<file path="config.mk">
export PLATFORM = sky130hd
export DESIGN_NAME = toc_ram
export DESIGN_NICKNAME = d
export VERILOG_FILES = /design/src/rtl/toc_ram.sv
export SDC_FILE = /design/constraint.sdc
export NUM_CORES = 2
export LEC_CHECK = 0
export BUFFER_PORTS_ARGS = -buffer_cell sky130_fd_sc_hd__buf_4
export CAP_MARGIN = 40
export CORE_MARGIN = 2
export CORE_UTILIZATION = 35
export DETAILED_ROUTE_END_ITERATION = 7
export GPL_TIMING_DRIVEN = 1
export HOLD_SLACK_MARGIN = 0.02
export PLACE_DENSITY_LB_ADDON = 0.12
export SLEW_MARGIN = 30
export SYNTH_ARGS = -nofsm -noshare
export SYNTH_HDL_FRONTEND = slang
export SYNTH_SLANG_ARGS = --single-unit
</file>
<file path="constraint.sdc">
create_clock -name clock -period 12 [get_ports clock]
set_input_delay 2.4 -clock clock [delete_from_list [all_inputs] [get_ports clock]]
set_output_delay 2.4 -clock clock [all_outputs]
set_load 0.02 [all_outputs]
</file>
<file path="src/rtl/toc_ram.sv">
module toc_ram
#(
   parameter int WIDTH = 34,
   parameter int DEPTH = 64
)
(
   input  logic                     clock,
   input  logic                     wr_en,
   input  logic [$clog2(DEPTH)-1:0] wr_addr,
   input  logic [WIDTH-1:0]         wr_data,
   input  logic                     rd_en,
   input  logic [$clog2(DEPTH)-1:0] rd_addr,
   output logic [WIDTH-1:0]         rd_data
);

   logic [WIDTH-1:0] mem [DEPTH];

   always_ff @(posedge clock) begin
      if (wr_en) begin
         mem[wr_addr] <= wr_data;
      end
      if (rd_en) begin
         rd_data <= mem[rd_addr];
      end
   end

endmodule

</file>
**Word-level counts from Yosys, hierarchy flattened**

Memory sizes are Yosys's and may differ from the RTL's. A register that Yosys moved wholly into a read port is not among the register bits.
Index checks and enable logic that the tools add are counted.

- Bits in registers: 0
- Bits in latches: 0
- RAM bits: 2176
- Memory bits (read-only): 0
- Input bits: 49
- Output and inout port bits: 34
- Logic and storage cells: 3
- Memories: 1

- Add/sub/neg operators: 0
- Multipliers: 0
- Div/mod/pow operators: 0
- $lt $le $gt $ge: 0
- Eq/ne operators: 0
- Shifts and indexed selects: 0
- Multiplexer cells: 2
- Bitwise logic cells: 0
- Reduce and logical (&&, ||, !) cells: 0

Memories:

| memory | depth | bits a word | rd ports | clocked after Yosys merged registers in | write ports | RTL line | source |
|---|---|---|---|---|---|---|---|
| mem | 64 | 34 | 1 | 1 | 1 | 16 | `logic [WIDTH-1:0] mem [DEPTH];` |

Operators by type and width:

| cell | number |
|---|---|
| two-way mux 1 bit | 2 |

**Logic depth before layout (Yosys ltp)**

- Depth after elaboration: 2
- Mapped depth: 10
- Mapped depth without buffers: 5

**Worst setup path before layout**

Ideal clock, no wire load.

- Path kind: input-to-reg
- From: input port wr_addr[3]
- To: memory mem[48][0], enable pin
- Library setup time: 0.467 ns
- Arrival time: 5.233 ns
- Required time: 11.533 ns
- Setup slack: 6.300 ns
- Stages: 4
- Buffers on the path: 1
- Path through: clkbuf_1 > nor2b_1 > nand4b_1 > nor3_1

RTL lines:

| item | RTL line | source |
|---|---|---|
| start, declared | 9 | `input logic [$clog2(DEPTH)-1:0] wr_addr,` |
| end, declared | 16 |  |

No word-level cell before the write port.

==> impl_results.md <==
* Clk sink count at roughly 2200
* Non-Filler Cell Area, Final at 96500 um^2
* Hold EP: rd_data[5]
* Buffers & Inverters on Critical Path at 3
* CTS resizes at 0
* Reg2reg setup slack at ~9400 ps
* Total core area at roughly 240000 um^2
* CTS Hold Bufs at 0
* Worst path most repeated cell: buf_4
* Ys Warns at 0
* DRC Markers at 0
* Hold Path Origin: mem[27][5]
* Mapped Nets at 3793
* Area Overhead vs Synth at 14.7%
* R2r worst-path depth at 5
* Layout cell share with drive strength beyond 1 at between 20 and 30%
* Largest net degree at the start of global routing at 104
* Fraction of registers with async set or reset after synthesis at 0%
* Root Driver: clkbuf_16
* Antenna-violating nets left at 0
* H-tree depth at 4
* Maximum vdd drop at 124 uV
* Die footprint at approximately 240000 um^2
* Setup TNS at 0 ps
* Worst R2R Start: mem[43][24]
* CTS Buffer Depth at 3
* Post-synthesis sequential area ratio at 78.9%
* WP data required at 12600 ps
* Critical path data arrival time at ~6000 ps
* Placed Area at between 80000 and 90000 um^2
* Vias in the first global route at 41200
* Max_cap viols at 0
* Setup Skew at approximately 26 ps
* Netlist cell types at 40
* Number of buffers created by CTS at around 230
* Pre-CTS WS at 5650 ps
* Crit-path cells: buf_8 > buf_4 > buf_4 > mux4_2 > a22oi_1 > nand4_1 > and3_1
* Worst-Skew Late Latency at between 800 and 900 ps
* Status: completed
* Placed wire-length estimate at ~140000 um
* EDFF count, synth at between 2000 and 2500
* PwrDens at between 150 and 200 nW/um^2
* Syn avg cell area at 22.5 um^2
* Most frequent cells in the layout: 2210 x edfxtp_1, 472 x mux4_2, 234 x clkbuf_16
* Commonest non-fill, non-tap cell in the layout: edfxtp_1
* Worst hold path class: register to register
* Routability cong. at 0.731
* CP max stage delay at 770 ps
* Worst-Margin Slew at approximately 890 ps
* F_max at around 180 MHz
* Nets at between 4000 and 5000
* Post-Syn Area at roughly 84000 um^2
* I/O pin count at between 80 and 90
* Setup repair after global routing missed its margin: false
* Kind of start point of the critical path: primary input
* Gr ovfl total at 0
* Post-DR wirelength/cell at 33.6 um
* # rows at around 180
* Min-Delay Path Depth at 4
* Max-slew violation count at 0
* Finish-stage setup viols at 0
* Post-CTS Setup Inserts at 0
* Routed vias/inst at ~5.5
* Tcrit/Tclk final at 45.1%
* FF+latch count, synth at about 2200
* Vias at slightly above 40000
* Tot Pwr at around 0.016 W
* R2R Path End: rd_data[24]
* 1st-iter DRT viols at between 3000 and 4000
* CP max FO at 52
* Synth Flop Type: edfxtp_1
* Setup slack after layout at around 6600 ps
* Crit Path Class: primary input to register
* First-pass GRT wire length at 343000 um
* Worst-path clk slew at roughly 60 ps
* Crit. End Element: register
* Die height at roughly 490 um
* Global-route usage over all layers at approximately 20%
* P_leak at 29.7 nW
* Port bufs at between 80 and 90
* Critical path's slowest cell: buf_4
* TritonRoute pass-1 iters at 5
* Final wirelength at about 250000 um
* Initial core utilization at 35.3%
* Initial antenna violation count at 8
* Tmin final at 5410 ps
* Mapped Cells at between 3000 and 4000
* Crit-path leading delay family: buffers and inverters
* Utilization after layout at approximately 40%
* DIE WIDTH at 494 um
* Rel. slew slack at roughly 40%
* CTS tree: done
* Final Hold Viols at 0
## worst reg2reg max path, delay by kind of cell (launching register included)
kind	cells	cell delay (ps)
flops	1	360
mux	1	470
simple gates	2	410
compound gates	2	1110
## per-stage QoR
step,hold slack [ps],std cells
floorplan,848,3744
global placement,878,6888
detailed placement,880,6907
CTS,896,7334
global route,953,7339
finish,895,7342
## where the power goes
part	internal (W)	leakage [nW]	switching [W]
clock	0.00373	3.39	0.00296
combinational	0.000279	6.40	0.000544
sequential	0.00857	19.9	0.0000329
## synthesized netlist by cell type, types with 3 or more instances
library cell  count  share of area, %
o211a_1           5             0.060
nor2_1           89              0.40
o21ai_0          10             0.060
buf_1            22             0.098
mux4_2          472                13
a211oi_1         22              0.20
a221oi_1          3             0.031
nor2b_1          23              0.17
buf_2            63              0.37
o22ai_1          85              0.63
buf_6            16              0.21
nor3_1            7             0.042
or2_2             4             0.030
and3_1           12             0.089
a221o_1          24              0.29
mux2_2           54              0.72
nand2b_1          9             0.067
a311o_1          10              0.12
buf_8             6              0.11
edfxtp_1       2210                79
mux2i_1         150               1.8
nand3_1          69              0.41
nand2_1          80              0.36
a21oi_1          17              0.10
o221ai_1         39              0.41
o22a_1           10              0.10
a31oi_1           5             0.037
o211ai_1         10             0.089
clkbuf_1         89              0.40
buf_4            18              0.16
a22oi_1          55              0.49
nand4_1          46              0.34
## sequential cells by signal, indices dropped and copies added, names as in the netlist
register / cells
mem: 2176
rd_data: 34
## metal layers
layer	routed length, um	track usage [%]
met5	8	0
met4	4550	4.14
met3	10500	2.68
met2	122000	33.3
met1	110000	28.6
## cells by family (layout without fill, tap and decap cells)
kind of cell / Yosys count / after routing / share of synthesized area, %
AOI/OAI and AO/OA: 297 / 297 / 2.63
buffers and inverters: 215 / 642 / 1.36
DFF: 2210 / 2210 / 78.9
muxes: 676 / 676 / 15.1
other: 0 / 4 / 0
and+or+nand+nor: 346 / 346 / 1.97
## worst max-delay path by stage
stage                     cells after the start           to  startpoint
final                                         7  rd_data[30]  rd_addr[1]
after global routing                          7  rd_data[30]  rd_addr[1]
after CTS                                     7  rd_data[30]  rd_addr[1]
after detailed placement                      7  rd_data[30]  rd_addr[1]
after global placement                        7  rd_data[32]  rd_addr[0]
after floorplan                               4   mem[48][0]  wr_addr[3]
## area by class of cell
type                       instances  area [um^2]
clock inverter                   119          802
tap                             3167         3960
sequential                      2210        66400
fill                           21000       142000
antenna                            4         10.0
inverter                           1         3.75
timing repair buffer             214         2040
multi-input combinational       1319        17200
clock buffer                     308         6130
(Power assumes the default switching activity.)
