`config.mk`:
```
export PLATFORM = sky130hd
export DESIGN_NAME = toc_mult
export DESIGN_NICKNAME = d
export VERILOG_FILES = /design/src/rtl/toc_pkg.sv /design/src/rtl/toc_mult.sv
export SDC_FILE = /design/constraint.sdc
export NUM_CORES = 2
export LEC_CHECK = 0
export BUFFER_PORTS_ARGS = -buffer_cell sky130_fd_sc_hd__buf_2
export CORE_UTILIZATION = 55
export DETAILED_ROUTE_END_ITERATION = 10
export PLACE_DENSITY = 0.78
export SLEW_MARGIN = 10
export SYNTH_ARGS = -nofsm -noshare
export SYNTH_HDL_FRONTEND = slang
export SYNTH_SLANG_ARGS = --single-unit
```
`constraint.sdc`:
```
create_clock -name clock -period 8.7 [get_ports clock]
set_input_delay 0.435 -clock clock [delete_from_list [all_inputs] [get_ports clock]]
set_output_delay 0.435 -clock clock [all_outputs]
set_load 0.02 [all_outputs]
```
`src/rtl/toc_pkg.sv`:
```
package toc_pkg;

   // Build-time defaults for the top-level parameters.
   localparam int MAX_TRACKS_DEF  = 64;
   localparam int COORD_BITS_DEF  = 16;

   // Fixed field widths.
   localparam int MOTION_W        = 33;
   localparam int SUM_W           = 39;
   localparam int RATIO_W         = 24;
   localparam int RATIO_FRAC      = 16;
   localparam int TRACK_INDEX_W   = 6;
   localparam int KEPT_W          = 7;

   // Shared multiplier operand widths.
   localparam int MULT_A_W        = 40;
   localparam int MULT_B_W        = 24;

   // Register file.
   localparam int CSR_INDEX_W     = 3;
   localparam int CSR_DATA_W      = 33;

   typedef logic [CSR_INDEX_W-1:0] csr_index_type;

   localparam csr_index_type CSR_REVERSE_CHECK_ENABLE = 3'd0;
   localparam csr_index_type CSR_REVERSE_LIMIT_SQ     = 3'd1;
   localparam csr_index_type CSR_CULL_ENABLE          = 3'd2;
   localparam csr_index_type CSR_MAX_RATIO            = 3'd3;
   localparam csr_index_type CSR_MIN_RATIO            = 3'd4;

   localparam logic                RESET_REVERSE_CHECK_ENABLE = 1'b1;
   localparam logic [MOTION_W-1:0] RESET_REVERSE_LIMIT_SQ     = 33'd256;
   localparam logic                RESET_CULL_ENABLE          = 1'b1;
   localparam logic [RATIO_W-1:0]  RESET_MAX_RATIO            = 24'd196608;
   localparam logic [RATIO_W-1:0]  RESET_MIN_RATIO            = 24'd655;

   typedef enum logic [3:0] {
      ST_IDLE,
      ST_REV_X,
      ST_REV_Y,
      ST_MOT_X,
      ST_MOT_Y,
      ST_STORE,
      ST_PREP_U,
      ST_PREP_L,
      ST_PREP_W,
      ST_READ,
      ST_SCALE,
      ST_JUDGE,
      ST_OUT
   } state_type;

   typedef enum logic [2:0] {
      MUL_REV_X,
      MUL_REV_Y,
      MUL_MOT_X,
      MUL_MOT_Y,
      MUL_UPPER,
      MUL_LOWER,
      MUL_SCALE
   } mul_sel_type;

   typedef struct packed {
      logic req_valid;
      logic rsp_ready;
      logic full;
      logic empty;
      logic item_last;
      logic pass;
      logic last_entry;
   } status_type;

   typedef struct packed {
      logic        req_ready;
      logic        rsp_valid;
      logic        capture;
      mul_sel_type mul_sel;
      logic        acc_load;
      logic        rev_check;
      logic        store;
      logic        upper_load;
      logic        lower_load;
      logic        scan_start;
      logic        rd_en;
      logic        latch_valid;
      logic        judge;
      logic        rsp_take;
      logic        frame_clear;
   } ctrl_type;

endpackage

```
`src/rtl/toc_mult.sv`:
```
module toc_mult
   import toc_pkg::*;
#(
   parameter int A_W = MULT_A_W,
   parameter int B_W = MULT_B_W
)
(
   input  logic               clock,
   input  logic [A_W-1:0]     op_a,
   input  logic [B_W-1:0]     op_b,
   output logic [A_W+B_W-1:0] prod_ff
);

   logic [A_W+B_W-1:0] prod_in;

   assign prod_in = (A_W+B_W)'(op_a) * (A_W+B_W)'(op_b);

   always_ff @(posedge clock) begin
      prod_ff <= prod_in;
   end

endmodule

```
=== Yosys cells after proc, flatten, opt, wreduce, memory -nomap -nowiden ===
Cells that the tools add are included.

* Reduce and logical (&&, ||, !) cells: 0
* Muxes and demuxes: 0
* Div/mod/pow operators: 0
* Bitwise gates (word level): 0
* Multiply operators: 1
* Shift-type cells: 0
* Add/sub/neg operators: 0
* Equal/unequal tests: 0
* Magnitude comparators: 0

{| class="wikitable"
|+ Operator list
! cell !! count
|-
| 40-bit by 24-bit multiplier with 64-bit output || 1
|}

* Latch bits: 0
* Memory bits (writable): 0
* Word-level logic and storage cells: 2
* Memories kept: 0
* Register bits after elaboration: 64
* Memory bits (read-only): 0
* Input port bits: 65

=== Logic depth before layout (Yosys ltp) ===
* Depth after elaboration: 1
* Depth in mapped cells: 27

=== Worst setup path before layout ===
Ideal clock, no wire load.

* Path kind: input to register
* Start: input port op_b[3]
* End: register prod_ff[62]
* Arrival: 6684 ps
* Slack: 1891 ps
* Stages: 27
* Required time: 8575 ps
* Path buffers: 2
* Cell sequence: clkbuf_1 -> nand2_1 -> fa_1 -> inv_1 -> fa_1 -> inv_1 -> fa_1 -> inv_1 -> fa_1 -> inv_1 -> fa_1 -> inv_1 -> fa_1 -> inv_1 -> fa_1 -> inv_1 -> ha_1 -> clkbuf_2 -> nand2_1 -> o21a_1 -> a211o_1 -> o211ai_1 -> o31a_1 -> nand2_1 -> a221oi_1 -> a221oi_1 -> xnor2_1

* Cells in the longest elaborated chain, start to end: 1

{| class="wikitable"
|+ Ends and longest elaborated chain
! what !! RTL line !! RTL
|-
| start: declaration || toc_mult.sv:10 || <nowiki>input logic [B_W-1:0] op_b,</nowiki>
|-
| 40-bit by 24-bit multiplier with 64-bit output || toc_mult.sv:16 || <nowiki>assign prod_in = (A_W+B_W)'(op_a) * (A_W+B_W)'(op_b);</nowiki>
|-
| named net prod_in[62] || toc_mult.sv:14 || <nowiki>logic [A_W+B_W-1:0] prod_in;</nowiki>
|-
| end signal: assignment || toc_mult.sv:19 || <nowiki>prod_ff <= prod_in;</nowiki>
|-
| end: declaration || toc_mult.sv:11 || <nowiki>output logic [A_W+B_W-1:0] prod_ff</nowiki>
|}

The timed path passes the listed nets, and every way through them passes these cells.

=== Worst setup path in the final report ===
* Start: input port op_b[9]
* End: register prod_ff[63]

The elaborated chain is that of the path after synthesis.

==> results.tsv <==
metric	value	unit
Initial Util	55.9	%
clock sinks	64	
# Post-CTS Setup Buffers	0	
met3 WL	5.40	mm
Slew Viols, Final	0	
Total Routing Usage GR	28.9	%
EDFF count, synth	0	
Metal-1 WL	29.1	mm
# H-tree levels	3	
vias in the first global route	25668	
first-pass GRT wire length	132	mm
IO Port Bufs	128	
HP Class	in2reg	
routed wl met2	42.0	mm
crit-path cells	buf_2 -> nand2_1 -> fa_1 -> fa_1 -> inv_1 -> fa_1 -> inv_1 -> fa_1 -> inv_1 -> fa_1 -> fa_1 -> inv_1 -> fa_1 -> inv_1 -> ha_1 -> a21oi_1 -> o21ai_0 -> nor2_1 -> a31oi_1 -> a31oi_1 -> and3b_1 -> nand2b_1 -> o41ai_2 -> xnor2_1	
Worst Setup Slack, final	1150	ps
DR top layer	met4	
worst hold slack	664	ps
Final Hold Viols	0	
post-CTS resize count	0	
DRT iter0 DRCs	1705	
CTS Root Buffer Type	clkbuf_16	
post-synth top area cell	fa_1	
WS Path Type	in2reg	
Placed Area	32500	sq um
Via-to-Cell Ratio	5.52	
slowest library cell on the worst path	buf_2	
DR WL/cell	19.0	um
# IOs	129	
RSZ-0062 raised after global routing	no	
final setup violating endpoints	0	
TNS Setup	0	ps
pre-CTS WS	922	ps
largest net degree at the start of global routing	41	
post-synth cell types	53	
GRT Residual Overflow	0	
Routability Congestion	0.903	
element type at the critical path start	input pin	
CTS Hold Bufs	0	
max-cap violation count	0	
crit path from	op_b[9]	
fin nets	4591	
most instantiated library cell after synthesis	inv_1	
Avg Inst Size Synth	8.89	sq um
post-layout min period	7550	ps
most common library cells after synthesis	inv_1, fa_1, nand2_1	
via count	23563	
Die Ht	242	um
CP Capture Point	prod_ff[63]	
core box area	56500	sq um
CP bufs+invs	6	
crit end category	register	
Fill cells	4891	
Crit Path Max Fanout	40	
TritonCTS clock tree	yes	
biggest regs	prod_ff: 64 flops	
register bit count reported by yosys	64	
Largest register FFs	64	
Core Rows	87	
Max Fclk	132	MHz
Top Family by Delay on Critical Path	adder cells	
Critical Path RT	8930	ps
Top reg by flops	prod_ff	
antenna violations before repair	2	
sequential area share after synthesis	4.06	%
Final Instance Area	32800	sq um
CP most frequent cell	fa_1	
synth top area cells	fa_1, inv_1, nand2_1	
CP arrival	7780	ps
crit share post-route	86.8	%
CTS Buffer Depth	2	
Max-slew headroom	31.2	%
Die ar.	58300	sq um
status	completed	
total CTS buffers	9	
synthesized cell area	31600	sq um
Max stage delay on crit path	710	ps
overall die width	242	um
clock-pin slew on the worst setup and hold paths	60	ps
CP Depth	24	
Final ANT Viol Nets	0	
share of cells above drive strength 1	4.93	%
Syn Nets	4638	
FFs w/ async S/R, synth	0	%
first-pass detailed-route iteration total	5	
Synth Instances	3549	
Synth warnings	0	
top cell type's share of synthesized area	52.9	%
DRT Wirelength	81.2	mm
most used flip-flop cell after synthesis	dfxtp_1	
Syn-to-layout area delta	3.87	%
worst slew pin tran	1030	ps
# DRC	0	
detailed placement HPWL	64.5	mm
==> kinds of logic after synthesis <==
group,share of synthesized area [%]
and+or+nand+nor,16.8
DFF,4.06
buffers and inverters,12.8
xor gates and xnor gates,1.69
adders and majority gates,60.4
AOI/OAI and AO/OA,4.17
==> cells in the final DEF (no fill, tap or decap), types with 26 or more instances in the layout <==
cell type,Yosys,routed
a21o_1,30,30
a21oi_1,64,64
and2_1,370,370
buf_2,5,128
dfxtp_1,64,64
fa_1,834,834
ha_1,190,190
inv_1,873,873
nand2_1,644,644
nor2_1,42,42
o21ai_0,39,39
xnor2_1,35,35
xor2_1,26,26
==> through the flow <==
stage,utilization (%),cells
after CTS,58.0,4263
after global placement,57.5,4247
after global routing,58.0,4264
after detailed placement,57.5,4247
final,58.0,4265
after floorplan,-,3549
==> worst min path at each step <==
stage | start | cells after the start | slack, ps | endpoint
finish | op_a[0] | 2 | 660 | prod_ff[0]
detailed placement | prod_ff[23] | 1 | 850 | prod_ff[23]
floorplan | op_a[0] | 1 | 560 | prod_ff[0]
CTS | op_a[0] | 2 | 650 | prod_ff[0]
global placement | prod_ff[23] | 1 | 850 | prod_ff[23]
global route | op_a[0] | 2 | 670 | prod_ff[0]
==> area by class of cell <==
class	instances	area, sq um	share of cell area (%)
antenna	2	5.00	0.0153
clock buffer	10	239	0.729
clock inverter	6	35.0	0.107
inverter	873	3280	10.0
multi-input combinational	2409	26200	80.0
sequential	64	1280	3.91
tap	756	946	2.89
timing repair buffer	145	768	2.34
==> per-layer routing <==
layer  vias to the layer above  track usage, %
li1                      10051               -
met1                     12169            35.0
met2                      1056            50.5
met3                       287            3.43
met4                         0            15.7
met5                         -               0
Power is left out: the tool's default activity adds up to more than one toggle a clock period on the data nets, which glitch-free logic cannot reach.
