[src/rtl/toc_pkg.sv]
package toc_pkg;

   // Build-time defaults for the top-level parameters.
   localparam int MAX_TRACKS_DEF  = 64;
   localparam int COORD_BITS_DEF  = 16;

   // Fixed field widths.
   localparam int MOTION_W        = 33;
   localparam int SUM_W           = 39;
   localparam int RATIO_W         = 24;
   localparam int RATIO_FRAC      = 16;
   localparam int TRACK_INDEX_W   = 6;
   localparam int KEPT_W          = 7;

   // Shared multiplier operand widths.
   localparam int MULT_A_W        = 40;
   localparam int MULT_B_W        = 24;

   // Register file.
   localparam int CSR_INDEX_W     = 3;
   localparam int CSR_DATA_W      = 33;

   typedef logic [CSR_INDEX_W-1:0] csr_index_type;

   localparam csr_index_type CSR_REVERSE_CHECK_ENABLE = 3'd0;
   localparam csr_index_type CSR_REVERSE_LIMIT_SQ     = 3'd1;
   localparam csr_index_type CSR_CULL_ENABLE          = 3'd2;
   localparam csr_index_type CSR_MAX_RATIO            = 3'd3;
   localparam csr_index_type CSR_MIN_RATIO            = 3'd4;

   localparam logic                RESET_REVERSE_CHECK_ENABLE = 1'b1;
   localparam logic [MOTION_W-1:0] RESET_REVERSE_LIMIT_SQ     = 33'd256;
   localparam logic                RESET_CULL_ENABLE          = 1'b1;
   localparam logic [RATIO_W-1:0]  RESET_MAX_RATIO            = 24'd196608;
   localparam logic [RATIO_W-1:0]  RESET_MIN_RATIO            = 24'd655;

   typedef enum logic [3:0] {
      ST_IDLE,
      ST_REV_X,
      ST_REV_Y,
      ST_MOT_X,
      ST_MOT_Y,
      ST_STORE,
      ST_PREP_U,
      ST_PREP_L,
      ST_PREP_W,
      ST_READ,
      ST_SCALE,
      ST_JUDGE,
      ST_OUT
   } state_type;

   typedef enum logic [2:0] {
      MUL_REV_X,
      MUL_REV_Y,
      MUL_MOT_X,
      MUL_MOT_Y,
      MUL_UPPER,
      MUL_LOWER,
      MUL_SCALE
   } mul_sel_type;

   typedef struct packed {
      logic req_valid;
      logic rsp_ready;
      logic full;
      logic empty;
      logic item_last;
      logic pass;
      logic last_entry;
   } status_type;

   typedef struct packed {
      logic        req_ready;
      logic        rsp_valid;
      logic        capture;
      mul_sel_type mul_sel;
      logic        acc_load;
      logic        rev_check;
      logic        store;
      logic        upper_load;
      logic        lower_load;
      logic        scan_start;
      logic        rd_en;
      logic        latch_valid;
      logic        judge;
      logic        rsp_take;
      logic        frame_clear;
   } ctrl_type;

endpackage

[src/rtl/toc_ctrl.sv]
module toc_ctrl
   import toc_pkg::*;
(
   input  logic       clock,
   input  logic       reset,
   input  status_type status,
   output ctrl_type   ctrl
);

   state_type state_ff;
   state_type state_in;

   always_ff @(posedge clock) begin
      if (reset) begin
         state_ff <= ST_IDLE;
      end else begin
         state_ff <= state_in;
      end
   end

   always_comb begin
      state_in = state_ff;
      unique case (state_ff)
         ST_IDLE: begin
            if (status.req_valid) begin
               if (!status.full) begin
                  state_in = ST_REV_X;
               end else if (status.item_last) begin
                  state_in = ST_PREP_U;
               end
            end
         end
         ST_REV_X:  state_in = ST_REV_Y;
         ST_REV_Y:  state_in = ST_MOT_X;
         ST_MOT_X:  state_in = ST_MOT_Y;
         ST_MOT_Y:  state_in = ST_STORE;
         ST_STORE:  state_in = status.item_last ? ST_PREP_U : ST_IDLE;
         ST_PREP_U: state_in = ST_PREP_L;
         ST_PREP_L: state_in = ST_PREP_W;
         ST_PREP_W: state_in = status.empty ? ST_IDLE : ST_READ;
         ST_READ:   state_in = ST_SCALE;
         ST_SCALE:  state_in = ST_JUDGE;
         ST_JUDGE:  state_in = status.pass ? ST_OUT : ST_READ;
         ST_OUT: begin
            if (status.rsp_ready) begin
               state_in = status.last_entry ? ST_IDLE : ST_READ;
            end
         end
         default:   state_in = ST_IDLE;
      endcase
   end

   always_comb begin
      ctrl = '0;
      ctrl.mul_sel = MUL_SCALE;
      unique case (state_ff)
         ST_IDLE: begin
            ctrl.req_ready = 1'b1;
            ctrl.capture   = status.req_valid;
         end
         ST_REV_X: ctrl.mul_sel = MUL_REV_X;
         ST_REV_Y: begin
            ctrl.mul_sel  = MUL_REV_Y;
            ctrl.acc_load = 1'b1;
         end
         ST_MOT_X: begin
            ctrl.mul_sel   = MUL_MOT_X;
            ctrl.rev_check = 1'b1;
         end
         ST_MOT_Y: begin
            ctrl.mul_sel  = MUL_MOT_Y;
            ctrl.acc_load = 1'b1;
         end
         ST_STORE:  ctrl.store = 1'b1;
         ST_PREP_U: ctrl.mul_sel = MUL_UPPER;
         ST_PREP_L: begin
            ctrl.mul_sel    = MUL_LOWER;
            ctrl.upper_load = 1'b1;
         end
         ST_PREP_W: begin
            ctrl.lower_load  = 1'b1;
            ctrl.scan_start  = 1'b1;
            ctrl.frame_clear = status.empty;
         end
         ST_READ:  ctrl.rd_en = 1'b1;
         ST_SCALE: begin
            ctrl.mul_sel     = MUL_SCALE;
            ctrl.latch_valid = 1'b1;
         end
         ST_JUDGE: ctrl.judge = 1'b1;
         ST_OUT: begin
            ctrl.rsp_valid   = 1'b1;
            ctrl.rsp_take    = status.rsp_ready;
            ctrl.frame_clear = status.rsp_ready & status.last_entry;
         end
         default: ctrl.req_ready = 1'b0;
      endcase
   end

endmodule
[config.mk]
export PLATFORM = sky130hd
export DESIGN_NAME = toc_ctrl
export DESIGN_NICKNAME = d
export VERILOG_FILES = /design/src/rtl/toc_pkg.sv /design/src/rtl/toc_ctrl.sv
export SDC_FILE = /design/constraint.sdc
export NUM_CORES = 1
export LEC_CHECK = 0
export ABC_AREA = 1
export BUFFER_PORTS_ARGS = -buffer_cell sky130_fd_sc_hd__buf_4
export CELL_PAD_IN_SITES_DETAIL_PLACEMENT = 1
export CELL_PAD_IN_SITES_GLOBAL_PLACEMENT = 1
export CORE_MARGIN = 8
export CORE_UTILIZATION = 22
export DETAILED_ROUTE_END_ITERATION = 10
export GPL_ROUTABILITY_DRIVEN = 1
export PLACE_DENSITY = 0.7
export SLEW_MARGIN = 10
export SYNTH_ARGS = -nofsm -noshare
export SYNTH_HDL_FRONTEND = slang
export SYNTH_SLANG_ARGS = --single-unit
[constraint.sdc]
create_clock -name clock -period 1.17 [get_ports clock]
set_clock_uncertainty 0.1 [all_clocks]
set_input_delay 0.117 -clock clock [delete_from_list [all_inputs] [get_ports clock]]
set_output_delay 0.117 -clock clock [all_outputs]
set_load 0.05 [all_outputs]
* Word-level counts from Yosys, hierarchy flattened
Cells that the tools add are included. W data, S select, Z words.
Word-level totals: input port bits 9, logic and storage cells 43, output and inout port bits 17, register bits 4
Operators by class: bitwise gates (word level) 1, multiplexer cells 23, reductions and logical operators 3, equal/unequal tests 15
Operators with widths (number):
- $pmux W4 S13 | 1
- $mux W4 | 6
- $eq A4 B4 Y1 const B | 5
- $pmux W3 S6 | 1
- $eq A4 B3 Y1 const B | 4
- $mux W1 | 11
- $eq A4 B2 Y1 const B | 2
- $mux W3 | 2
- $eq A4 B1 Y1 const B | 1
- $logic_not A4 Y1 | 1
- $ne A2 B2 Y1 const B | 2
- $ne A3 B3 Y1 const B | 1
- $reduce_and A3 Y1 | 1
- $mux W2 | 1
- $pmux W1 S2 | 1
- $reduce_or A2 Y1 | 1
- $and A1 B1 Y1 | 1

* Depth between registers and ports, before layout
Gate-level depths: netlist of the first run.
depth after elaboration 4, mapped depth 9, gate-level depth less buffers 9

* Worst setup path before layout of the first run
No wires, ideal clock.
kind reg2out, from reg state_ff[1], to out ctrl[0] (netlist name), data arrival time 2.181 ns, cell stages (with the launch flop) 5, path slack -1.228 ns, buffers on the path 0, required time 0.953 ns, cell sequence dfxtp_1 -> nor2_4 -> inv_1 -> nor3_1 -> a22o_2
RTL lines:
- from (decl) | line toc_ctrl.sv:10 | state_type state_ff;
- from (signal assigned) | line toc_ctrl.sv:17 | state_ff <= state_in;
- to (decl) | line toc_ctrl.sv:7 | output ctrl_type ctrl

==> flow_summary.ini, run 1 <==
[power]
ir_worst_vdd_mv = 1.993
pwr-share-clk_pct = 6.4
p_sw_share_pct = 54.37
p_total_mw = 2.612
powerDensity_mw_per_mm2 = 2087
switchingPower_mw = 1.420
combPwrFrac_pct = 83.6
p_int_mw = 1.192
seqPwrFrac_pct = 10.0
p_leak_nw = 0.6447

[yosys]
synthSimpleGateAreaFrac_pct = 52.54
netlist_instances = 87
synth_area_um2 = 442.9
yosysTopAreaCell = nand2_1
yosysSeqAreaShare_pct = 18.08
synth_xor_area_share_pct = 0
synth.net_count = 96
avgSynthCellArea_um2 = 5.091
yosysWarnings = 0
synth_compound_area_share_pct = 12.43
yosys-top-cells-area = nand2_1 (21%), dfxtp_1 (18%), inv_1 (15%)
synth-adder-area-share_pct = 0
yosys-mux-area-fraction_pct = 0
synth_top_family_by_area = simple AND/OR/NAND/NOR gates
synth.top_cell.area_share_pct = 21.19
yosys.cell_types.count = 13
ys_ff_latch = 4

[global_route]
grt.total_usage_pct = 14.32
grt_pass1_vias = 837
grt_pass1_wl_um = 4036
grt.overflow.total = 0
grt_start_max_net_pins = 7
antenna_found_initial = 0

[placed_design]
portBuffers = 25
placed_area_um2 = 862.1
dp_cells = 152
gp_congestion = 0.7917
place.detailed.hpwl_um = 1683
post-place-ws_ps = -216.2

[status]
outcome = finished with violations
violations = setup timing

[routing]
wirelength_um = 2891
drtIter0Drc = 9
drc = 0
via_count = 789
wl_per_cell_um = 17.31
firstDrtPassIters = 4
ant_nets = 0
viasPerCell = 4.725

[sta]
max_freq_ghz = 0.6574
maxSlewHeadroom_pct = 78.89
worst_slack_ps = -351.2
whs_ps = 249.0
period_needed_ps = 1521
final_hold_viol_count = 0
rsz0062_at_grt = true
finalMaxSlewViolations = 0
tightest_slew_ps = 316.4
setup_viol_count_final = 21
period_share_pct = 130.0

[run]
drv_cap = 0

[floorplan]
rows = 16
core-area_mm2 = 0.001922
die_w_um = 60.87
ios = 26
die_h_um = 60.87
dieArea_mm2 = 0.003705
start_util_pct = 23.05

[clocking]
tritoncts = done
clock_path_buffers = 2
clk_pin_slew_ps = 40
cts.sinks = 4
cts_made_buffers = 3
htree_levels = 1
insertion_delay_ps = 230
cts-root-buf = clkbuf_4

[finish]
synthToLayoutAreaGrowth_pct = 182.5
layout_common_cells = buf_4 (29), buf_8 (12), nand2_1 (10)
antenna_cells = 0
layout.nets = 151
layout_commonest_cell = buf_4
final_cell_area_mm2 = 0.001251
top_regs = state_ff x4
stdcell_count = 167
largest-register = state_ff
largest_register_ffs = 4
drive_gt1_share_pct = 72.86

[setup_path]
timing.setup.critical_path_class = reg2out
worstPathMaxFanout = 5
arrival_ps = 1300
worst_setup_path_end_kind = primary output
crit_end = ctrl[10]
cp-start-kind = flop
r2r-end = state_ff[2]
rrSetupSlack_ps = -350
rr_startpoint = state_ff[3]
startpoint = state_ff[3]
required_ps = 950
r2r_cells = 8

[hold_path]
hold_depth = 5
hold_class = in2reg
[worst min path at each step]
stage | startpoint | endpoint | slack, ps
floorplan | reset | state_ff[0] | 80
global placement | reset | state_ff[0] | 200
detailed placement | reset | state_ff[0] | 210
CTS | status[1] | state_ff[0] | 230
global route | status[5] | state_ff[3] | 260
finish | status[2] | state_ff[1] | 250
[layer usage]
metal	global-route usage, %	up-vias	routed length, um
li1	-	374	-
met1	17.00	400	1159
met2	26.09	13	1638
met3	0.8475	2	79
met4	4.983	0	14
met5	0	-	0
[layout make-up]
cell class,count,area (um^2)
clock buffers,3,22.52
fillers,234,670.6
inverters,18,85.08
multi-input cells,64,488.0
flip-flops and latches,4,95.09
well taps,27,33.78
repair buffers,51,526.8
[logic make-up after synthesis]
group	Yosys count
flops	4
simple gates	54
compound gates	10
buf+inv	19
[power groups by stage]
stage                     logic (mW)  registers (mW)  clock network (mW)
after floorplan                 1.01           0.221                   0
after global placement          1.47           0.229                   0
after detailed placement        1.49           0.232                   0
after CTS                       1.97           0.254               0.176
after global routing            2.30           0.266               0.181
final                           2.18           0.260               0.167
[synth_stat cells]
cell type / count
nor3_1: 1
a21oi_1: 3
nor2_1: 13
nor2_2: 3
nand2_1: 25
nand3_1: 11
nor2_4: 1
o21ai_0: 5
buf_4: 1
inv_1: 18
o21ai_1: 1
a22o_2: 1
dfxtp_1: 4
[critical path, cell delays in order (launching register included)]
cell	delay, ps
dfxtp_4	370
nor2_4	160
buf_12	150
nand2_8	70
buf_6	120
nand2_4	60
buf_8	140
[stage by stage]
stage                     utilization, %  setup TNS [ps]
final                              65.10           -6329
after floorplan                        -           -2285
after CTS                          59.64           -5601
after detailed placement           44.86           -3015
after global routing               65.10           -7599
after global placement             44.86           -2336
[repair_timing]
action / in CTS / in global routing
hold buffers: 1 / 0
endpoints found under the setup margin: 21 / 21
resized for setup: 62 / 15
endpoints found under the hold margin: 4 / 0
setup buffers: 7 / 4
pin swaps: 7 / 3
No activity file was read; power rests on OpenSTA's default activity.
==> inputs of run 2 (changes only) <==
--- a/config.mk
+++ b/config.mk
@@ -13,6 +13,7 @@
 export CORE_UTILIZATION = 22
 export DETAILED_ROUTE_END_ITERATION = 10
 export GPL_ROUTABILITY_DRIVEN = 1
+export MAX_ROUTING_LAYER = met4
 export PLACE_DENSITY = 0.7
 export SLEW_MARGIN = 10
 export SYNTH_ARGS = -nofsm -noshare
==> flow_summary.ini, run 2 (same netlist as run 1, synthesis figures left out) <==
[sta]
worst_slack_ps = -351.2
setup_tns_ps = -6329
max_freq_ghz = 0.6574
rsz0062_at_grt = true
finalMaxSlewViolations = 0
tightest_slew_ps = 316.4
period_share_pct = 130.0
maxSlewHeadroom_pct = 78.89
period_needed_ps = 1521
setup_viol_count_final = 21
final_hold_viol_count = 0

[floorplan]
die_w_um = 60.87
dieArea_mm2 = 0.003705
ios = 26
rows = 16
core-area_mm2 = 0.001922
start_util_pct = 23.05
die_h_um = 60.87

[setup_path]
r2r_cells = 8
rrSetupSlack_ps = -350
cp-start-kind = flop
arrival_ps = 1300
cp_cell_sequence = nor2_4 -> buf_12 -> nand2_8 -> buf_6 -> nand2_4 -> buf_8
slowest_stage = dfxtp_4
critical-path-max-stage-delay_ps = 370
required_ps = 950
rr_startpoint = state_ff[3]
worstPathMaxFanout = 5
worst_setup_path_end_kind = primary output
r2r-end = state_ff[2]
timing.setup.critical_path_class = reg2out

[clocking]
cts_made_buffers = 3
htree_levels = 1
insertion_delay_ps = 230
cts.sinks = 4
tritoncts = done
clock_path_buffers = 2
clk_pin_slew_ps = 40
cts-root-buf = clkbuf_4

[hold_path]
hold_class = in2reg
hp-start = status[2]
hold_path_end = state_ff[1]
hold_depth = 5

[placed_design]
place.detailed.hpwl_um = 1683
portBuffers = 25
placed_area_um2 = 862.1
dp_cells = 152
gp_congestion = 0.8029

[status]
outcome = finished with violations
violations = setup timing

[finish]
drive_gt1_share_pct = 72.86
antenna_cells = 0
final_cell_area_mm2 = 0.001251
largest-register = state_ff
layout.nets = 151
largest_register_ffs = 4
layout_commonest_cell = buf_4
fill_cells = 234
synthToLayoutAreaGrowth_pct = 182.5
stdcell_count = 167
top_regs = state_ff x4
layout_common_cells = buf_4 (29), buf_8 (12), nand2_1 (10)

[global_route]
grt.total_usage_pct = 14.72
antenna_found_initial = 0
grt.overflow.total = 0
grt_pass1_vias = 837
grt_pass1_wl_um = 4036
grt_start_max_net_pins = 7

[power]
p_total_mw = 2.612
powerDensity_mw_per_mm2 = 2087
ir_worst_vdd_mv = 1.993
p_leak_nw = 0.6447

[routing]
viasPerCell = 4.725
drtIter0Drc = 9
wl_per_cell_um = 17.31
wirelength_um = 2891
drc = 0
firstDrtPassIters = 4
via_count = 789
ant_nets = 0

[run]
drv_cap = 0
## run 2: cell counts in the layout (fill, tap and decap cells not counted)
No cell type changed its count.
## run 2: layout make-up
cell class | instances | area [um^2] | share of cell area, %
Clock buffer | 3 | 22.52 | 1.800
Timing Repair Buffer | 51 | 526.8 | 42.10
Sequential cell | 4 | 95.09 | 7.600
Inverter | 18 | 85.08 | 6.800
Tap cell | 27 | 33.78 | 2.700
Multi-Input combinational cell | 64 | 488.0 | 39.00
## run 2: worst max path at each step
stage                 from          end  depth (start not counted)
6_report       state_ff[3]     ctrl[10]                          6
5_1_grt        state_ff[3]  state_ff[2]                          8
4_1_cts        state_ff[1]      ctrl[0]                          5
3_5_place_dp   state_ff[2]  state_ff[0]                          9
3_3_place_gp   state_ff[0]      ctrl[0]                          5
2_1_floorplan  state_ff[0]      ctrl[0]                          4
## run 2: report_power, final
part | total [mW] | leakage [nW] | internal [mW] | switching (mW)
registers | 0.260 | 0.0356 | 0.185 | 0.0751
logic | 2.18 | 0.595 | 0.892 | 1.29
clock network | 0.167 | 0.0138 | 0.114 | 0.0525
## run 2: critical path: cells and delay by family (launching register included)
family	cells	cell delay, ps
buffers and inverters	3	410
DFF	1	370
and+or+nand+nor	3	290
## run 2: per-layer routing
metal / global-route usage, % / share of wire (%)
met5: - / 0
met4: 4.983 / 0.48
met3: 0.8475 / 2.7
met2: 26.09 / 57
met1: 17.00 / 40
## run 2: what timing repair did
item	CTS	global route
buffers inserted	7	4
hold buffers	1	0
resized for setup	62	15
setup endpoints to repair	21	21
hold endpoints to repair	4	0
pin swaps	7	3
## run 2: stage by stage
| step | hold slack (ps) | utilization, % | setup WS [ps] |
|---|---|---|---|
| after floorplan | 81.13 | - | -404.3 |
| after global routing | 262.1 | 65.10 | -443.1 |
| after CTS | 228.8 | 59.64 | -347.3 |
| final | 249.0 | 65.10 | -351.2 |
| after detailed placement | 207.0 | 44.86 | -216.2 |
| after global placement | 198.7 | 44.86 | -190.7 |
==> inputs of run 3 (changes only) <==
--- a/config.mk
+++ b/config.mk
@@ -11,6 +11,7 @@
 export CELL_PAD_IN_SITES_GLOBAL_PLACEMENT = 1
 export CORE_MARGIN = 8
 export CORE_UTILIZATION = 22
+export CTS_CLUSTER_DIAMETER = 30
 export DETAILED_ROUTE_END_ITERATION = 10
 export GPL_ROUTABILITY_DRIVEN = 1
 export MAX_ROUTING_LAYER = met4
==> constraint.sdc (replaced) <==
create_clock -name clock -period 1.22 [get_ports clock]
set_clock_uncertainty 0.1 [all_clocks]
set_input_delay 0.122 -clock clock [delete_from_list [all_inputs] [get_ports clock]]
set_output_delay 0.122 -clock clock [all_outputs]
set_load 0.05 [all_outputs]
==> flow_summary.ini, run 3 (same netlist as run 1, synthesis figures left out) <==
[status]
outcome = finished with violations
violations = setup timing

[sta]
maxSlewHeadroom_pct = 86.79
finalMaxSlewViolations = 0
setup_tns_ps = -5587
setup_viol_count_final = 21
rsz0062_at_grt = true
tightest_slew_ps = 197.7
max_freq_ghz = 0.6351
whs_ps = 277.6
period_needed_ps = 1575
worst_slack_ps = -354.6
final_hold_viol_count = 0
period_share_pct = 129.1

[clocking]
clk_pin_slew_ps = 40
cts.sinks = 4
cts_made_buffers = 3
cts-root-buf = clkbuf_4
insertion_delay_ps = 230
tritoncts = done
htree_levels = 1
clock_path_buffers = 2

[placed_design]
dp_cells = 150
place.detailed.hpwl_um = 1671
gp_congestion = 0.8205
portBuffers = 25

[routing]
viasPerCell = 4.865
via_count = 827
firstDrtPassIters = 2
ant_nets = 0
drc = 0
wirelength_um = 3650
drtIter0Drc = 32
wl_per_cell_um = 21.47

[setup_path]
cpMostUsedCell = buf_6
timing.setup.critical_path_class = reg2out
worstPathMaxFanout = 4
worst_setup_path_end_kind = primary output
path_buf_inv = 2
critPathTopFamily = flip-flops
critical-path-max-stage-delay_ps = 410
required_ps = 1000
slowest_stage = dfxtp_4
r2r-end = state_ff[2]
r2r_cells = 8
cp-start-kind = flop
arrival_ps = 1350
rr_startpoint = state_ff[1]
rrSetupSlack_ps = -340
cp_cell_sequence = nor2_4 -> buf_6 -> nand2_2 -> nand2_4 -> a21oi_2 -> buf_6

[global_route]
grt_pass1_vias = 838
grt_pass1_wl_um = 4002
grt_start_max_net_pins = 7
antenna_found_initial = 0
grt.overflow.total = 0
grt.total_usage_pct = 14.56

[floorplan]
dieArea_mm2 = 0.003705
core-area_mm2 = 0.001922
die_h_um = 60.87
ios = 26
rows = 16
start_util_pct = 23.05
die_w_um = 60.87

[hold_path]
hold_class = in2reg
hold_path_end = state_ff[1]
hp-start = status[2]
hold_depth = 5

[finish]
top_regs = state_ff x4
fill_cells = 232
largest_register_ffs = 4
multi_input_area_um2 = 505.5
drive_gt1_share_pct = 76.92
antenna_cells = 0
layout_commonest_cell = buf_4
layout_common_cells = buf_4 (28), nor2_4 (12), buf_8 (12)
stdcell_count = 170
largest-register = state_ff
seq_area_um2 = 95.09
utilization_pct = 67.58
layout.nets = 154
synthToLayoutAreaGrowth_pct = 193.2

[power]
ir_worst_vdd_mv = 1.522
p_leak_nw = 0.6633
powerDensity_mw_per_mm2 = 2081

[run]
drv_cap = 0
==> run 3: repair_timing <==
item,4_1_cts,5_1_grt
pin swaps,12,9
setup buffers,7,9
hold buffers,1,0
endpoints found under the hold margin,4,0
gates resized for setup,65,29
setup endpoints to repair,21,21
==> run 3: metal layers <==
metal / GRT usage [%] / wire length [um] / vias to the layer above
li1: - / - / 378
met5: - / 0 / -
met3: 3.178 / 67 / 6
met2: 28.51 / 2019 / 28
met4: 2.326 / 82 / 0
met1: 14.32 / 1480 / 415
==> run 3: worst max-delay path by stage <==
stage	end	startpoint	cells past startpoint	slack, ps
floorplan	ctrl[0]	state_ff[0]	4	-360
global placement	state_ff[2]	state_ff[3]	7	-150
detailed placement	state_ff[2]	state_ff[3]	7	-190
CTS	ctrl[13]	state_ff[0]	6	-320
global route	state_ff[2]	state_ff[1]	8	-410
finish	ctrl[12]	state_ff[3]	6	-350
==> run 3: layout make-up <==
cell class                      instances  area share, %
Inverter                               18          5.973
Timing Repair Buffer                   54          43.45
Clock buffer                            3          1.734
Multi-Input combinational cell         64          38.92
Tap cell                               27          2.601
Sequential cell                         4          7.322
==> run 3: tightest hold or removal path, stage by stage <==
cell     delay [ps]
buf_4           120
nor2_4          140
nor2_4           80
o21ai_2          60
nor2_1           40
==> run 3: where the power goes <==
part / switching, mW / internal, mW
clock network: 0.0580 / 0.110
registers: 0.0757 / 0.178
logic: 1.33 / 0.951
==> run 3: per-stage QoR <==
step                      total power [mW]  setup slack, ps  cell area [um^2]
final                                2.703           -354.6              1299
after CTS                            2.186           -316.1              1119
after global placement               1.611           -148.1             829.5
after floorplan                      1.159           -359.3             529.3
after global routing                 2.817           -413.1              1299
after detailed placement             1.628           -188.4             829.5
